===== config.mk =====
export PLATFORM = sky130hd
export DESIGN_NAME = cmav_addr
export DESIGN_NICKNAME = d
export VERILOG_FILES = /design/src/rtl/cmav_pkg.sv /design/src/rtl/cmav_addr.sv
export SDC_FILE = /design/constraint.sdc
export NUM_CORES = 1
export LEC_CHECK = 0
export ABC_AREA = 1
export ABC_CLOCK_PERIOD_IN_PS = 5700
export BUFFER_PORTS_ARGS = -buffer_cell sky130_fd_sc_hd__buf_2
export CORE_ASPECT_RATIO = 1.1
export CORE_UTILIZATION = 25
export DETAILED_ROUTE_END_ITERATION = 8
export SLEW_MARGIN = 15
export SYNTH_ARGS = -nofsm -noshare
export SYNTH_HDL_FRONTEND = slang
export SYNTH_SLANG_ARGS = --single-unit

===== constraint.sdc =====
create_clock -name clock -period 5.7 [get_ports clock]
set_clock_uncertainty 0.05 [all_clocks]
set_input_delay 0.285 -clock clock [delete_from_list [all_inputs] [get_ports clock]]
set_output_delay 0.285 -clock clock [all_outputs]
set_load 0.02 [all_outputs]

===== src/rtl/cmav_pkg.sv =====
// ----------------------------------------------------------------------------
// cmav_pkg
// Shared codes, register indexes and control bundles of the crop max
// accumulate volume unit.
// ----------------------------------------------------------------------------
package cmav_pkg;

   localparam int FIELD_BITS     = 16;
   localparam int CSR_INDEX_BITS = 4;
   localparam int CSR_DATA_BITS  = 16;

   typedef logic [1:0]                kind_type;
   typedef logic [CSR_INDEX_BITS-1:0] csr_index_type;
   typedef logic [8:0]                dim_type;

   localparam kind_type KIND_MERGE = 2'd0;
   localparam kind_type KIND_CLEAR = 2'd1;
   localparam kind_type KIND_READ  = 2'd2;

   localparam csr_index_type REG_VOLUME_WIDTH  = 4'd0;
   localparam csr_index_type REG_VOLUME_HEIGHT = 4'd1;
   localparam csr_index_type REG_CROP_FIRST_X  = 4'd2;
   localparam csr_index_type REG_CROP_FIRST_Y  = 4'd3;
   localparam csr_index_type REG_CROP_FIRST_Z  = 4'd4;
   localparam csr_index_type REG_CROP_SIZE_X   = 4'd5;
   localparam csr_index_type REG_CROP_SIZE_Y   = 4'd6;
   localparam csr_index_type REG_CROP_SIZE_Z   = 4'd7;

   localparam dim_type VOLUME_DIM_RESET = 9'd256;
   localparam dim_type CROP_SIZE_RESET  = 9'd1;

   typedef struct packed {
      logic start;
      logic direct;
      logic step1;
      logic step2;
   } addr_ctl_type;

   typedef struct packed {
      logic advance;
      logic restart;
   } walk_ctl_type;

endpackage


===== src/rtl/cmav_addr.sv =====
// ----------------------------------------------------------------------------
// cmav_addr
// Two-stage volume address unit: (z * height + y) * width + x, or a direct address.
// ----------------------------------------------------------------------------
module cmav_addr #(
   parameter int POS_BITS = 9
) (
   input  logic                   clock,
   input  cmav_pkg::addr_ctl_type ctl,
   input  logic [POS_BITS-1:0]    pos_x,
   input  logic [POS_BITS-1:0]    pos_y,
   input  logic [POS_BITS-1:0]    pos_z,
   input  cmav_pkg::dim_type      vol_width,
   input  cmav_pkg::dim_type      vol_height,
   input  logic [15:0]            direct_address,
   output logic [POS_BITS+19:0]   full_address
);

   localparam int T1_BITS   = POS_BITS + 10;
   localparam int FULL_BITS = T1_BITS + 10;

   logic [POS_BITS-1:0]  px_ff, py_ff, pz_ff;
   cmav_pkg::dim_type    w_ff, h_ff;
   logic [POS_BITS+8:0]  prod1;
   logic [T1_BITS+8:0]   prod2;
   logic [T1_BITS-1:0]   t1_ff;
   logic [FULL_BITS-1:0] full_ff;

   assign prod1 = pz_ff * h_ff;
   assign prod2 = t1_ff * w_ff;

   always_ff @(posedge clock) begin
      if (ctl.start) begin
         px_ff <= pos_x;
         py_ff <= pos_y;
         pz_ff <= pos_z;
         w_ff  <= vol_width;
         h_ff  <= vol_height;
      end
      if (ctl.step1) begin
         t1_ff <= T1_BITS'(prod1) + T1_BITS'(py_ff);
      end
      if (ctl.start && ctl.direct) begin
         full_ff <= FULL_BITS'(direct_address);
      end else if (ctl.step2) begin
         full_ff <= FULL_BITS'(prod2) + FULL_BITS'(px_ff);
      end
   end

   assign full_address = full_ff;

endmodule


Word-level counts from Yosys, hierarchy flattened

Index checks and enable logic that the tools add are counted.

Flip-flop bits (word level): 93
Bits in latches: 0
RAM bits: 0
Memory bits (read-only): 0
Input bits: 66
Output and inout bits: 29
Logic and storage cells: 16
Memories kept: 0

$add $sub $neg: 2
Multipliers: 2
Divide/modulo/power cells: 0
Order comparisons: 0
Equal/unequal tests: 0
Shifts and indexed selects: 0
Muxes and demuxes: 2
Bitwise operators: 0
Reductions and logical operators: 2

Operators with widths:

| cell              | number |
|---|---|
| $mux 16           | 2 |
| $add 28x9->29     | 1 |
| $mul 19x9->28     | 1 |
| $add 18x9->19     | 1 |
| $mul 9x9->18      | 1 |
| $reduce_bool 2->1 | 1 |
| $logic_and 1x1->1 | 1 |

Depth between registers and ports, before layout

Gate-level depths: netlist of run 1.

Depth in word-level cells: 4
Gate-level depth with buffers: 26
Mapped depth without buffers: 24

Least setup slack after synthesis of run 1

OpenSTA, ideal clock, no wires.

Kind: register to register
From: reg w_ff[1]
To: reg full_ff[13], in the netlist full_address[13] (data pin)
Setup time: 0.265 ns
Arrival: 4.716 ns
Data required time: 5.385 ns
Path slack: 0.669 ns
Stages on the path, launching flop included: 22
Buffers on the path: 2
Clock period less this slack: 5.031 ns
Cell sequence: edfxtp_1 > clkbuf_1 > clkbuf_1 > nand2_1 > fa_1 > inv_1 > fa_1 > inv_1 > fa_1 > inv_1 > fa_1 > inv_1 > fa_1 > inv_1 > ha_1 > nand2_2 > inv_1 > a21oi_1 > nand2_2 > a21oi_1 > xor2_1 > o21ai_1

Cells in the longest elaborated chain, start to end: 4

Ends and longest elaborated chain:

| element                | line            | text |
|---|---|---|
| start, declared        | cmav_addr.sv:23 | `cmav_pkg::dim_type w_ff, h_ff;` |
| start signal, assigned | cmav_addr.sv:37 | `w_ff <= vol_width;` |
| $mul 19x9->28          | cmav_addr.sv:30 | `assign prod2 = t1_ff * w_ff;` |
| $add 28x9->29          | cmav_addr.sv:46 | `full_ff <= FULL_BITS'(prod2) + FULL_BITS'(px_ff);` |
| $mux 16                | cmav_addr.sv:45 | `end else if (ctl.step2) begin` |
| $mux 16                | cmav_addr.sv:43 | `if (ctl.start && ctl.direct) begin` |
| end signal, assigned   | cmav_addr.sv:44 | `full_ff <= FULL_BITS'(direct_address);` |
| end signal, assigned   | cmav_addr.sv:46 |  |
| end, declared          | cmav_addr.sv:27 | `logic [FULL_BITS-1:0] full_ff;` |

Every way passes these cells. The select of a mux whose other input is x is not followed.
A chain may end at the register's enable or synchronous reset.

Final worst setup path of run 1

From: reg w_ff[0]
To: reg full_ff[13], in the netlist full_address[13] (data pin)

The elaborated chain is that of the path after synthesis.

==> results of run 1 <==
==> layout make-up <==
cell class                      count  area share (%)
Multi-Input combinational cell   1060            59.0
Clock buffer                        9            1.57
Timing Repair Buffer              105            3.84
Inverter                          414            10.8
Tap cell                          667            5.80
Sequential cell                    93            18.5
Clock inverter                      7           0.435
==> how the worst max path moves through the flow <==
stage / start / to / slack, ns / depth (start not counted)
finish: w_ff[0]$_DFFE_PP_ / full_address[13]$_DFFE_PP_ / 0.66 / 18
global route: w_ff[0]$_DFFE_PP_ / full_address[25]$_SDFFE_PP0P_ / 0.37 / 20
CTS: w_ff[0]$_DFFE_PP_ / full_address[13]$_DFFE_PP_ / 0.63 / 18
floorplan: w_ff[1]$_DFFE_PP_ / full_address[13]$_DFFE_PP_ / 0.67 / 21
detailed placement: w_ff[0]$_DFFE_PP_ / full_address[13]$_DFFE_PP_ / 0.66 / 18
global placement: pz_ff[7]$_DFFE_PP_ / t1_ff[18]$_DFFE_PP_ / 0.74 / 20
==> logic make-up (layout without fill, tap and decap cells) <==
| family | count (synthesis) | in the layout |
|---|---|---|
| compound gates | 66 | 66 |
| xor+xnor | 26 | 26 |
| fa+ha+maj | 314 | 314 |
| buf+inv | 475 | 535 |
| flops | 93 | 93 |
| simple gates | 654 | 654 |
==> metal layers <==
metal  vias to the layer above  global-route usage (%)
met5                         -                       0
met3                        29                    1.64
met1                      4668                    15.3
met2                       197                    21.2
met4                         0                    3.32
li1                       4897                       -
==> cells in the final DEF, fill, tap and decap left out, drive strengths merged <==
cell    Yosys  layout
nor2       69      69
buf         3     105
dfxtp      13      13
o21ai      19      19
clkbuf     58       9
nor3        3       3
a21boi      1       1
nand4       8       8
xor2       17      17
and2        4       4
edfxtp     80      80
nand2     513     513
fa        182     182
a211oi      1       1
inv       414     419
clkinv      0       2
o21bai      6       6
nand3      55      55
a21oi      34      34
a21o        3       3
o211ai      1       1
xnor2       9       9
nor4        1       1
o31ai       1       1
ha        132     132
or2         1       1
==> critical path, delay by kind of cell (launching register included) <==
| kind | cells | cell delay [ns] |
|---|---|---|
| simple gates | 3 | 0.33 |
| fa+ha+maj | 6 | 2.85 |
| xor+xnor | 1 | 0.17 |
| buf+inv | 5 | 0.45 |
| compound gates | 3 | 0.41 |
| flops | 1 | 0.51 |
==> sequential cells by signal, summed over array words and instances (netlist names) <==
signal and count:
t1_ff 19, pz_ff 9, py_ff 9, h_ff 9, w_ff 9, full_address 29, px_ff 9
==> through the flow <==
stage / instances / worst slack, ns
after CTS: 2355 / 0.633
after floorplan: 1628 / 0.669
after detailed placement: 2339 / 0.656
final: 2355 / 0.664
after global routing: 2355 / 0.374
after global placement: 2339 / 0.736
==> flow_summary.html, run 1 <==
<table>
<tr><th>Metric</th><th>Value</th></tr>
<tr><th colspan="2">Outcome</th></tr>
<tr><td>Run status</td><td>finished clean</td></tr>
<tr><th colspan="2">Logic synthesis</th></tr>
<tr><td>Area share of and/or/nand/nor cells after synthesis</td><td>20.1%</td></tr>
<tr><td>Top cell type's share of synthesized area</td><td>28.1%</td></tr>
<tr><td>Count of warnings emitted by yosys</td><td>0</td></tr>
<tr><td>Share of the synthesized area in compound gates (AO/OA/AOI/OAI)</td><td>2.83%</td></tr>
<tr><td>Proportion of synthesized chip area in sequential cells</td><td>20.6%</td></tr>
<tr><td>Largest cells by area after synthesis</td><td>fa_1 28%, edfxtp_1 19%, nand2_1 15%</td></tr>
<tr><td>Post-Synthesis Mean Instance Area</td><td>7.95 um2</td></tr>
<tr><td>Count of distinct cell types in the synthesized netlist</td><td>33</td></tr>
<tr><td>Combinational family with the most area after synthesis</td><td>adder cells</td></tr>
<tr><td>Net count of the mapped netlist</td><td>2008</td></tr>
<tr><td>Post-synthesis cell type with the largest combined area</td><td>fa_1</td></tr>
<tr><td>Synthesized-area fraction occupied by adder cells</td><td>40.9%</td></tr>
<tr><td>Post-Syn Area</td><td>12900 um2</td></tr>
<tr><td>Synth top cells by count</td><td>510 x nand2_1, 413 x inv_1, 182 x fa_1, 132 x ha_1, 80 x edfxtp_1</td></tr>
<tr><td>XOR/XNOR Fraction of Synth Area</td><td>1.76%</td></tr>
<tr><td>Top FF cell, synth</td><td>edfxtp_1</td></tr>
<tr><td>Ys async rst share</td><td>0%</td></tr>
<tr><td>Post-synth EDFFs</td><td>80</td></tr>
<tr><td>Most common cell in the synthesized netlist</td><td>nand2_1</td></tr>
<tr><td>Number of synthesized register bits</td><td>93</td></tr>
<tr><td>Instance count of the mapped netlist</td><td>1628</td></tr>
<tr><td>Multiplexer share of the synthesized area</td><td>0%</td></tr>
<tr><th colspan="2">Clocking</th></tr>
<tr><td>Clock Path Buffers</td><td>2</td></tr>
<tr><td>H-tree Lvls</td><td>3</td></tr>
<tr><td>Total setup buffers inserted after CTS</td><td>0</td></tr>
<tr><td>Clock tree sinks</td><td>93</td></tr>
<tr><td>Root Buffer Master</td><td>clkbuf_16</td></tr>
<tr><td>CTS tree</td><td>yes</td></tr>
<tr><td>Number of CTS-inserted buffers</td><td>9</td></tr>
<tr><td>Number of cells upsized or downsized after cts</td><td>0</td></tr>
<tr><td>Clock transition time at the flip-flop clock pins of the worst setup and hold paths</td><td>0.08 ns</td></tr>
<tr><td>Number of buffers added to fix hold violations after cts</td><td>0</td></tr>
<tr><td>Latest clock arrival within the worst-skew pair</td><td>0.38 ns</td></tr>
<tr><th colspan="2">Global route</th></tr>
<tr><td>GRT Util Overall</td><td>12.0%</td></tr>
<tr><td>Maximum number of pins on one net before global-route repair</td><td>38</td></tr>
<tr><td>Wire length of the first global-routing pass</td><td>50800 um</td></tr>
<tr><td>Number of global-route vias before repair</td><td>10400</td></tr>
<tr><td>Antenna violations before repair</td><td>0</td></tr>
<tr><td>Congestion Overflow GR</td><td>0</td></tr>
<tr><th colspan="2">Die</th></tr>
<tr><td>Initial standard-cell utilization of the core</td><td>25.3%</td></tr>
<tr><td>Die ar.</td><td>52700 um2</td></tr>
<tr><td>DIE WIDTH</td><td>219 um</td></tr>
<tr><td>Vertical extent of the die</td><td>241 um</td></tr>
<tr><td>Boundary Pins</td><td>95</td></tr>
<tr><td>Placement Rows</td><td>87</td></tr>
<tr><td>Placeable Area</td><td>51200 um2</td></tr>
<tr><th colspan="2">Placement</th></tr>
<tr><td>Post-place instance area</td><td>14100 um2</td></tr>
<tr><td>Final HPWL DP</td><td>25300 um</td></tr>
<tr><td>Final GP Congestion</td><td>0.884</td></tr>
<tr><td>Number of port buffers</td><td>94</td></tr>
<tr><th colspan="2">Layout</th></tr>
<tr><td>Number of nets in the layout</td><td>2063</td></tr>
<tr><td>Combined area of the multi-input logic cells</td><td>8490 um2</td></tr>
<tr><td>Share of cells above drive strength 1</td><td>7.94%</td></tr>
<tr><td>Utilization after layout</td><td>28.1%</td></tr>
<tr><td>Layout Area Growth over Synthesis</td><td>11.1%</td></tr>
<tr><td>Number of fill cells in the layout</td><td>5533</td></tr>
<tr><td>Non-Filler Cell Area, Final</td><td>14400 um2</td></tr>
<tr><td>Sequential cell area</td><td>2660 um2</td></tr>
<tr><td>Diodes inserted</td><td>0</td></tr>
<tr><th colspan="2">STA</th></tr>
<tr><td>Final slew viol count</td><td>0</td></tr>
<tr><td>Fraction of the cycle the final worst path needs</td><td>88.3%</td></tr>
<tr><td>Number of failing hold endpoints at the final stage</td><td>0</td></tr>
<tr><td>Worst-case headroom to the max-slew limit</td><td>53.8%</td></tr>
<tr><td>Maximum clock rate</td><td>199 MHz</td></tr>
<tr><td>Endpoints failing setup</td><td>0</td></tr>
<tr><td>Shortest period the worst path allows</td><td>5.04 ns</td></tr>
<tr><td>RSZ-0062 raised after global routing</td><td>false</td></tr>
<tr><td>Setup_tns</td><td>0 ns</td></tr>
<tr><td>Transition time at the pin with the least slew margin</td><td>0.691 ns</td></tr>
<tr><td>Hold Worst Slack</td><td>0.0272 ns</td></tr>
<tr><th colspan="2">Worst setup path</th></tr>
<tr><td>Slowest cell on the critical path</td><td>fa_1</td></tr>
<tr><td>Crit path required time</td><td>5.75 ns</td></tr>
<tr><td>Cells along the critical path</td><td>buf_4 -&gt; nand2_1 -&gt; fa_1 -&gt; inv_1 -&gt; fa_1 -&gt; fa_1 -&gt; fa_1 -&gt; inv_1 -&gt; fa_1 -&gt; inv_1 -&gt; ha_1 -&gt; nand2_2 -&gt; inv_1 -&gt; a21oi_1 -&gt; nand2_2 -&gt; a21oi_1 -&gt; xor2_1 -&gt; o21ai_1</td></tr>
<tr><td>Critical R2R Capture</td><td>full_address[13]$_DFFE_PP_</td></tr>
<tr><td>Worst R2R Path Depth</td><td>18</td></tr>
<tr><td>Crit path kind</td><td>reg2reg</td></tr>
<tr><td>Internal reg-to-reg setup slack</td><td>0.66 ns</td></tr>
<tr><td>CP Max Fanout</td><td>11</td></tr>
<tr><td>Startpoint class of the critical path</td><td>register</td></tr>
<tr><td>Cell mode on critical path</td><td>fa_1</td></tr>
<tr><td>Start of the worst register-to-register path</td><td>w_ff[0]$_DFFE_PP_</td></tr>
<tr><td>Worst stage delay on the critical path</td><td>0.54 ns</td></tr>
<tr><td>Data arrival time of the worst path</td><td>5.09 ns</td></tr>
<tr><td>Type of element capturing the critical path</td><td>register</td></tr>
<tr><th colspan="2">Route</th></tr>
<tr><td>Drc violations</td><td>0</td></tr>
<tr><td>Post-route ant nets</td><td>0</td></tr>
<tr><td>Via density per instance</td><td>4.16</td></tr>
<tr><td>Routed wire per std cell</td><td>12.6 um</td></tr>
<tr><td>Post-route met1 wirelength</td><td>13700 um</td></tr>
<tr><td>Vias after detailed routing</td><td>9791</td></tr>
<tr><td>Routed wl met2</td><td>14300 um</td></tr>
<tr><td>Total Wirelength</td><td>29600 um</td></tr>
<tr><td>DR top layer</td><td>met4</td></tr>
<tr><td>Met3 wire length</td><td>1110 um</td></tr>
<tr><td>Number of violations reported at the end of detailed-routing iteration 0</td><td>468</td></tr>
<tr><td>First-pass DRT Iterations</td><td>5</td></tr>
<tr><th colspan="2">Min path</th></tr>
<tr><td>Endpoint, Worst Hold</td><td>pz_ff[5]$_DFFE_PP_</td></tr>
<tr><td>Number of cells on the worst hold path</td><td>1</td></tr>
<tr><td>Worst min-delay path category</td><td>in2reg</td></tr>
<tr><td>Critical hold path startpoint</td><td>pos_z[5]</td></tr>
<tr><th colspan="2">Flow run</th></tr>
<tr><td>Number of max-capacitance violations reported</td><td>0</td></tr>
</table>
Power of run 1 is not shown: default switching activity piles up to over one toggle a cycle in this logic, so the estimate is an artifact.
==> run 2, diff against run 1 <==
REMOVE_ABC_BUFFERS = 1   (was unset)
==> run 2 against run 1 <==
Setup slack lost 0.0037 ns. Wire length down 1.3%. Critical path depth is 2 higher. Maximum frequency barely moved. Non-clock buffer count stayed put. Critical endpoint is now t1_ff[18]$_DFFE_PP_.
==> flow_summary.html, run 2 (same netlist as run 1, synthesis figures left out) <==
<table>
<tr><th>Metric</th><th>Value</th></tr>
<tr><th colspan="2">Worst setup path</th></tr>
<tr><td>Worst stage delay on the critical path</td><td>0.55 ns (about the same)</td></tr>
<tr><td>Critical R2R Capture</td><td>t1_ff[18]$_DFFE_PP_</td></tr>
<tr><td>CP Max Fanout</td><td>9 (-2)</td></tr>
<tr><td>Startpoint class of the critical path</td><td>register</td></tr>
<tr><td>Crit path required time</td><td>5.79 ns (+0.04 ns)</td></tr>
<tr><td>Cells along the critical path</td><td>nand2_1 -&gt; fa_1 -&gt; inv_1 -&gt; fa_1 -&gt; inv_1 -&gt; fa_1 -&gt; inv_1 -&gt; fa_1 -&gt; inv_1 -&gt; fa_1 -&gt; inv_1 -&gt; ha_1 -&gt; a21oi_1 -&gt; o21ai_1 -&gt; a21oi_1 -&gt; o21bai_2 -&gt; nand2_1 -&gt; nand2_1 -&gt; nand2_1 -&gt; nand2_1</td></tr>
<tr><td>Worst R2R Path Depth</td><td>20 (+2)</td></tr>
<tr><td>Start of the worst register-to-register path</td><td>pz_ff[7]$_DFFE_PP_</td></tr>
<tr><td>Crit path kind</td><td>reg2reg</td></tr>
<tr><td>Largest delay contributor family on the critical path</td><td>adder cells</td></tr>
<tr><td>Type of element capturing the critical path</td><td>register</td></tr>
<tr><td>Internal reg-to-reg setup slack</td><td>0.66 ns (about the same)</td></tr>
<tr><td>Data arrival time of the worst path</td><td>5.13 ns (+0.04 ns)</td></tr>
<tr><td>Crit path buf inv count</td><td>5 (unchanged)</td></tr>
<tr><td>Slowest cell on the critical path</td><td>edfxtp_1</td></tr>
<tr><th colspan="2">Route</th></tr>
<tr><td>Total Wirelength</td><td>29200 um (-1.3%)</td></tr>
<tr><td>Vias after detailed routing</td><td>9734 (-0.58%)</td></tr>
<tr><td>Post-route ant nets</td><td>0 (unchanged)</td></tr>
<tr><td>Routed wire per std cell</td><td>12.4 um (-1.3%)</td></tr>
<tr><td>Number of violations reported at the end of detailed-routing iteration 0</td><td>418 (-11%)</td></tr>
<tr><td>Drc violations</td><td>0 (unchanged)</td></tr>
<tr><td>Via density per instance</td><td>4.13 (-0.58%)</td></tr>
<tr><td>First-pass DRT Iterations</td><td>5 (unchanged)</td></tr>
<tr><th colspan="2">Placement</th></tr>
<tr><td>Final HPWL DP</td><td>25000 um (-1.3%)</td></tr>
<tr><td>Number of port buffers</td><td>94 (unchanged)</td></tr>
<tr><td>Setup slack after placement</td><td>0.659 ns (+0.00283 ns)</td></tr>
<tr><td># placed instances</td><td>2339 (unchanged)</td></tr>
<tr><td>Final GP Congestion</td><td>0.888 (+0.44%)</td></tr>
<tr><th colspan="2">Layout</th></tr>
<tr><td>Layout Area Growth over Synthesis</td><td>11.1% (about the same)</td></tr>
<tr><td>Share of cells above drive strength 1</td><td>7.94% (unchanged)</td></tr>
<tr><td>Diodes inserted</td><td>0 (unchanged)</td></tr>
<tr><td>Flip-flop count of the largest register after layout</td><td>29 (unchanged)</td></tr>
<tr><td>Most common library cell in the layout ignoring fill and taps</td><td>nand2_1</td></tr>
<tr><td>Number of nets in the layout</td><td>2063 (unchanged)</td></tr>
<tr><td>Post-route non-filler standard cell count</td><td>2355 (unchanged)</td></tr>
<tr><td>Most frequent cells in the layout</td><td>510 x nand2_1, 413 x inv_1, 182 x fa_1, 132 x ha_1, 94 x buf_2</td></tr>
<tr><th colspan="2">STA</th></tr>
<tr><td>Setup WS post-layout</td><td>0.660 ns (-0.00367 ns)</td></tr>
<tr><td>Hold Worst Slack</td><td>0.0287 ns (+0.00146 ns)</td></tr>
<tr><td>Final slew viol count</td><td>0 (unchanged)</td></tr>
<tr><td>RSZ-0062 raised after global routing</td><td>false</td></tr>
<tr><td>Maximum clock rate</td><td>198 MHz (about the same)</td></tr>
<tr><td>Number of failing hold endpoints at the final stage</td><td>0 (unchanged)</td></tr>
<tr><td>Endpoints failing setup</td><td>0 (unchanged)</td></tr>
<tr><td>Transition time at the pin with the least slew margin</td><td>0.731 ns (+0.0403 ns)</td></tr>
<tr><td>Setup_tns</td><td>0 ns (unchanged)</td></tr>
<tr><td>Shortest period the worst path allows</td><td>5.04 ns (+0.00366 ns)</td></tr>
<tr><td>Worst-case headroom to the max-slew limit</td><td>51.1% (-2.7 points)</td></tr>
<tr><td>Fraction of the cycle the final worst path needs</td><td>88.4% (about the same)</td></tr>
<tr><th colspan="2">Global route</th></tr>
<tr><td>Number of global-route vias before repair</td><td>10400 (-0.28%)</td></tr>
<tr><td>GRT Util Overall</td><td>11.8% (-0.22 points)</td></tr>
<tr><td>Wire length of the first global-routing pass</td><td>49700 um (-2.1%)</td></tr>
<tr><td>Maximum number of pins on one net before global-route repair</td><td>38 (unchanged)</td></tr>
<tr><td>Antenna violations before repair</td><td>1 (+1)</td></tr>
<tr><td>Congestion Overflow GR</td><td>0 (unchanged)</td></tr>
<tr><th colspan="2">Clocking</th></tr>
<tr><td>Clock tree sinks</td><td>93 (unchanged)</td></tr>
<tr><td>Number of CTS-inserted buffers</td><td>9 (unchanged)</td></tr>
<tr><td>Latest clock arrival within the worst-skew pair</td><td>0.38 ns (about the same)</td></tr>
<tr><td>Total setup buffers inserted after CTS</td><td>0 (unchanged)</td></tr>
<tr><td>CTS tree</td><td>yes</td></tr>
<tr><td>H-tree Lvls</td><td>3 (unchanged)</td></tr>
<tr><td>Clock Path Buffers</td><td>2 (unchanged)</td></tr>
<tr><td>Number of buffers added to fix hold violations after cts</td><td>0 (unchanged)</td></tr>
<tr><td>Clock transition time at the flip-flop clock pins of the worst setup and hold paths</td><td>0.08 ns (about the same)</td></tr>
<tr><td>Root Buffer Master</td><td>clkbuf_16</td></tr>
<tr><td>Number of cells upsized or downsized after cts</td><td>0 (unchanged)</td></tr>
<tr><th colspan="2">Min path</th></tr>
<tr><td>Critical hold path startpoint</td><td>pos_z[1]</td></tr>
<tr><td>Worst min-delay path category</td><td>in2reg</td></tr>
<tr><td>Number of cells on the worst hold path</td><td>1 (unchanged)</td></tr>
<tr><td>Endpoint, Worst Hold</td><td>pz_ff[1]$_DFFE_PP_</td></tr>
<tr><th colspan="2">Die</th></tr>
<tr><td>Placement Rows</td><td>87 (unchanged)</td></tr>
<tr><td>DIE WIDTH</td><td>219 um (unchanged)</td></tr>
<tr><td>Initial standard-cell utilization of the core</td><td>25.3% (unchanged)</td></tr>
<tr><td>Boundary Pins</td><td>95 (unchanged)</td></tr>
<tr><td>Placeable Area</td><td>51200 um2 (unchanged)</td></tr>
<tr><td>Vertical extent of the die</td><td>241 um (unchanged)</td></tr>
<tr><td>Die ar.</td><td>52700 um2 (unchanged)</td></tr>
<tr><th colspan="2">Flow run</th></tr>
<tr><td>Number of max-capacitance violations reported</td><td>0 (unchanged)</td></tr>
<tr><th colspan="2">Outcome</th></tr>
<tr><td>Run status</td><td>finished clean</td></tr>
</table>
run 2: area by class of cell:
| type | instances | area [um2] |
|---|---|---|
| Clock buffer | 9 | 225 |
| Clock inverter | 7 | 67.6 |
| Fill cell | 5538 | 36800 |
| Inverter | 414 | 1550 |
| Multi-Input combinational cell | 1060 | 8490 |
| Sequential cell | 93 | 2660 |
| Tap cell | 667 | 835 |
| Timing Repair Buffer | 105 | 553 |
run 2: worst max-delay path by stage:
stage          slack (ns)                         end  depth (start not counted)          startpoint
2_1_floorplan        0.87  full_address[13]$_DFFE_PP_                         19   w_ff[0]$_DFFE_PP_
6_report             0.66         t1_ff[18]$_DFFE_PP_                         20  pz_ff[7]$_DFFE_PP_
3_5_place_dp         0.66         t1_ff[18]$_DFFE_PP_                         20  pz_ff[7]$_DFFE_PP_
4_1_cts              0.64         t1_ff[18]$_DFFE_PP_                         20  pz_ff[7]$_DFFE_PP_
3_3_place_gp         0.76         t1_ff[18]$_DFFE_PP_                         20  pz_ff[7]$_DFFE_PP_
5_1_grt              0.29         t1_ff[18]$_DFFE_PP_                         20  pz_ff[7]$_DFFE_PP_
run 2: per-layer routing:
| layer | track usage [%] | vias to the layer above | share of wire, % |
|---|---|---|---|
| met5 | 0 | - | 0 |
| met4 | 3.47 | 0 | 1.9 |
| met3 | 1.90 | 33 | 3.8 |
| met2 | 20.9 | 169 | 48 |
| met1 | 14.7 | 4625 | 46 |
| li1 | - | 4907 | - |
run 2: metrics by stage:
stage / cell area [um2] / util, %
final: 14400 / 28.1
after global routing: 14400 / 28.1
after CTS: 14400 / 28.1
after detailed placement: 14100 / 27.6
after global placement: 14100 / 27.6
after floorplan: 12700 / -
Power of run 2 is left out for the same reason.
==> run 3, diff against run 2 <==
==> constraint.sdc (replaced) <==
create_clock -name clock -period 5.7 [get_ports clock]
set_clock_uncertainty 0.05 [all_clocks]
set_input_delay 1.71 -clock clock [delete_from_list [all_inputs] [get_ports clock]]
set_output_delay 1.71 -clock clock [all_outputs]
set_load 0.02 [all_outputs]
==> run 3 against run 2 <==
Hold slack improved by 0.47 ns. Critical path depth did not move. Die area is the same. Via count decreased by 0.36%. First-iteration DRC count fell by 5.3%.
==> flow_summary.html, run 3 (same netlist as run 1, synthesis figures left out) <==
<table>
<tr><th>Metric</th><th>Value</th></tr>
<tr><th colspan="2">Worst setup path</th></tr>
<tr><td>Cells along the critical path</td><td>nand2_1 -&gt; fa_1 -&gt; inv_1 -&gt; fa_1 -&gt; inv_1 -&gt; fa_1 -&gt; inv_1 -&gt; fa_1 -&gt; inv_1 -&gt; fa_1 -&gt; inv_1 -&gt; ha_1 -&gt; a21oi_1 -&gt; o21ai_1 -&gt; a21oi_1 -&gt; o21bai_2 -&gt; nand2_1 -&gt; nand2_1 -&gt; nand2_1 -&gt; nand2_1</td></tr>
<tr><td>Largest delay contributor family on the critical path</td><td>adder cells</td></tr>
<tr><td>Worst stage delay on the critical path</td><td>0.56 ns (about the same)</td></tr>
<tr><td>Slowest cell on the critical path</td><td>fa_1</td></tr>
<tr><td>Crit path required time</td><td>5.79 ns (about the same)</td></tr>
<tr><td>Critical Path Stages</td><td>20 (unchanged)</td></tr>
<tr><td>Internal reg-to-reg setup slack</td><td>0.62 ns (-0.04 ns)</td></tr>
<tr><td>Startpoint class of the critical path</td><td>register</td></tr>
<tr><td>Crit path kind</td><td>reg2reg</td></tr>
<tr><td>Worst R2R Path Depth</td><td>20 (unchanged)</td></tr>
<tr><td>Crit path buf inv count</td><td>5 (unchanged)</td></tr>
<tr><td>Data arrival time of the worst path</td><td>5.17 ns (+0.04 ns)</td></tr>
<tr><td>Type of element capturing the critical path</td><td>register</td></tr>
<tr><td>CP Max Fanout</td><td>9 (unchanged)</td></tr>
<tr><th colspan="2">Global route</th></tr>
<tr><td>Congestion Overflow GR</td><td>0 (unchanged)</td></tr>
<tr><td>Antenna violations before repair</td><td>1 (unchanged)</td></tr>
<tr><td>GRT Util Overall</td><td>11.7% (-0.061 points)</td></tr>
<tr><td>Wire length of the first global-routing pass</td><td>49300 um (-0.75%)</td></tr>
<tr><td>Number of global-route vias before repair</td><td>10300 (-0.88%)</td></tr>
<tr><td>Maximum number of pins on one net before global-route repair</td><td>38 (unchanged)</td></tr>
<tr><th colspan="2">Clocking</th></tr>
<tr><td>Clock Path Buffers</td><td>2 (unchanged)</td></tr>
<tr><td>Root Buffer Master</td><td>clkbuf_16</td></tr>
<tr><td>Latest clock arrival within the worst-skew pair</td><td>0.38 ns (about the same)</td></tr>
<tr><td>Clock transition time at the flip-flop clock pins of the worst setup and hold paths</td><td>0.08 ns (about the same)</td></tr>
<tr><td>Clock tree sinks</td><td>93 (unchanged)</td></tr>
<tr><td>H-tree Lvls</td><td>3 (unchanged)</td></tr>
<tr><td>CTS tree</td><td>yes</td></tr>
<tr><td>Number of CTS-inserted buffers</td><td>9 (unchanged)</td></tr>
<tr><td>Number of buffers added to fix hold violations after cts</td><td>0 (unchanged)</td></tr>
<tr><td>Number of cells upsized or downsized after cts</td><td>0 (unchanged)</td></tr>
<tr><td>Total setup buffers inserted after CTS</td><td>0 (unchanged)</td></tr>
<tr><th colspan="2">Layout</th></tr>
<tr><td>Most common library cell in the layout ignoring fill and taps</td><td>nand2_1</td></tr>
<tr><td>Diodes inserted</td><td>0 (unchanged)</td></tr>
<tr><td>Share of cells above drive strength 1</td><td>7.99% (+0.055 points)</td></tr>
<tr><td>Most frequent cells in the layout</td><td>510 x nand2_1, 413 x inv_1, 182 x fa_1, 132 x ha_1, 94 x buf_2</td></tr>
<tr><td>Number of nets in the layout</td><td>2064 (+0.048%)</td></tr>
<tr><td>Number of fill cells in the layout</td><td>5574 (+0.65%)</td></tr>
<tr><td>Utilization after layout</td><td>28.2% (+0.029 points)</td></tr>
<tr><td>Flip-flop count of the largest register after layout</td><td>29 (unchanged)</td></tr>
<tr><td>Layout Area Growth over Synthesis</td><td>11.2%</td></tr>
<tr><th colspan="2">Placement</th></tr>
<tr><td>Setup slack after placement</td><td>0.641 ns (-0.0184 ns)</td></tr>
<tr><td>Final GP Congestion</td><td>0.888 (about the same)</td></tr>
<tr><td>Number of port buffers</td><td>94 (unchanged)</td></tr>
<tr><td>Final HPWL DP</td><td>25100 um (+0.55%)</td></tr>
<tr><th colspan="2">Route</th></tr>
<tr><td>Number of violations reported at the end of detailed-routing iteration 0</td><td>396 (-5.3%)</td></tr>
<tr><td>Via density per instance</td><td>4.12 (-0.40%)</td></tr>
<tr><td>First-pass DRT Iterations</td><td>5 (unchanged)</td></tr>
<tr><td>Routed wire per std cell</td><td>12.4 um (+0.23%)</td></tr>
<tr><td>Vias after detailed routing</td><td>9699 (-0.36%)</td></tr>
<tr><td>Post-route ant nets</td><td>0 (unchanged)</td></tr>
<tr><td>Drc violations</td><td>0 (unchanged)</td></tr>
<tr><td>Total Wirelength</td><td>29300 um (+0.27%)</td></tr>
<tr><th colspan="2">STA</th></tr>
<tr><td>Maximum clock rate</td><td>197 MHz (-0.71%)</td></tr>
<tr><td>RSZ-0062 raised after global routing</td><td>false</td></tr>
<tr><td>Shortest period the worst path allows</td><td>5.08 ns (+0.0361 ns)</td></tr>
<tr><td>Setup_tns</td><td>0 ns (unchanged)</td></tr>
<tr><td>Final slew viol count</td><td>0 (unchanged)</td></tr>
<tr><td>Fraction of the cycle the final worst path needs</td><td>89.0% (+0.63 points)</td></tr>
<tr><td>Worst-case headroom to the max-slew limit</td><td>52.0% (+0.83 points)</td></tr>
<tr><td>Endpoints failing setup</td><td>0 (unchanged)</td></tr>
<tr><td>Transition time at the pin with the least slew margin</td><td>0.719 ns (-0.0124 ns)</td></tr>
<tr><td>Setup WS post-layout</td><td>0.624 ns (-0.0361 ns)</td></tr>
<tr><td>Number of failing hold endpoints at the final stage</td><td>0 (unchanged)</td></tr>
<tr><th colspan="2">Die</th></tr>
<tr><td>Initial standard-cell utilization of the core</td><td>25.3% (unchanged)</td></tr>
<tr><td>Vertical extent of the die</td><td>241 um (unchanged)</td></tr>
<tr><td>DIE WIDTH</td><td>219 um (unchanged)</td></tr>
<tr><td>Boundary Pins</td><td>95 (unchanged)</td></tr>
<tr><td>Placement Rows</td><td>87 (unchanged)</td></tr>
<tr><td>Placeable Area</td><td>51200 um2 (unchanged)</td></tr>
<tr><td>Die ar.</td><td>52700 um2 (unchanged)</td></tr>
<tr><th colspan="2">Min path</th></tr>
<tr><td>Number of cells on the worst hold path</td><td>2 (+1)</td></tr>
<tr><td>Worst min-delay path category</td><td>reg2reg</td></tr>
<tr><th colspan="2">Flow run</th></tr>
<tr><td>Number of max-capacitance violations reported</td><td>0 (unchanged)</td></tr>
<tr><th colspan="2">Outcome</th></tr>
<tr><td>Run status</td><td>finished clean</td></tr>
</table>
## run 3: cell types whose count changed in the layout (fill, tap and decap cells not counted)
cell	change
buf_4	+1
clkinv_2	-1
clkinv_4	-1
clkinvlp_4	+1
inv_6	-1
inv_8	+2
## run 3: path summary, 6_finish.rpt
kind,from,endpoint
worst max-delay path,pz_ff[7]$_DFFE_PP_,t1_ff[18]$_DFFE_PP_
worst min-delay path,full_address[28]$_SDFFE_PP0P_,full_address[28]$_SDFFE_PP0P_
worst max register to register,pz_ff[7]$_DFFE_PP_,t1_ff[18]$_DFFE_PP_
worst min register to register,full_address[28]$_SDFFE_PP0P_,full_address[28]$_SDFFE_PP0P_
## run 3: metal layers
metal / vias up / share of wire, % / GRT usage (%)
li1: 4897 / - / -
met1: 4605 / 45 / 14.3
met2: 171 / 49 / 21.2
met3: 26 / 4.0 / 2.04
met4: 0 / 1.4 / 3.07
met5: - / 0 / 0
## run 3: metrics by stage
step / std cells / hold WS [ns] / instance area, um2
global route: 2356 / 0.538 / 14400
floorplan: 1567 / 0.476 / 12700
CTS: 2356 / 0.508 / 14400
global placement: 2340 / 0.492 / 14100
detailed placement: 2340 / 0.487 / 14100
finish: 2356 / 0.494 / 14400
## run 3: final cells by class
cell class	instances	area, um2	share of cell area (%)
Multi-Input combinational cell	1060	8490	59.0
Timing Repair Buffer	106	561	3.89
Sequential cell	93	2660	18.5
Clock inverter	7	75.1	0.521
Tap cell	667	835	5.79
Clock buffer	9	225	1.56
Inverter	414	1550	10.8
## run 3: worst reg2reg max path, cell delays in order, from the launching register on
cell and delay (ns):
edfxtp_1 0.55, nand2_1 0.14, fa_1 0.56, inv_1 0.06
fa_1 0.50, inv_1 0.05, fa_1 0.52, inv_1 0.05
fa_1 0.47, inv_1 0.05, fa_1 0.47, inv_1 0.04
ha_1 0.33, a21oi_1 0.21, o21ai_1 0.12, a21oi_1 0.30
o21bai_2 0.11, nand2_1 0.11, nand2_1 0.06, nand2_1 0.06
nand2_1 0.04
Power of run 3 is left out for the same reason.
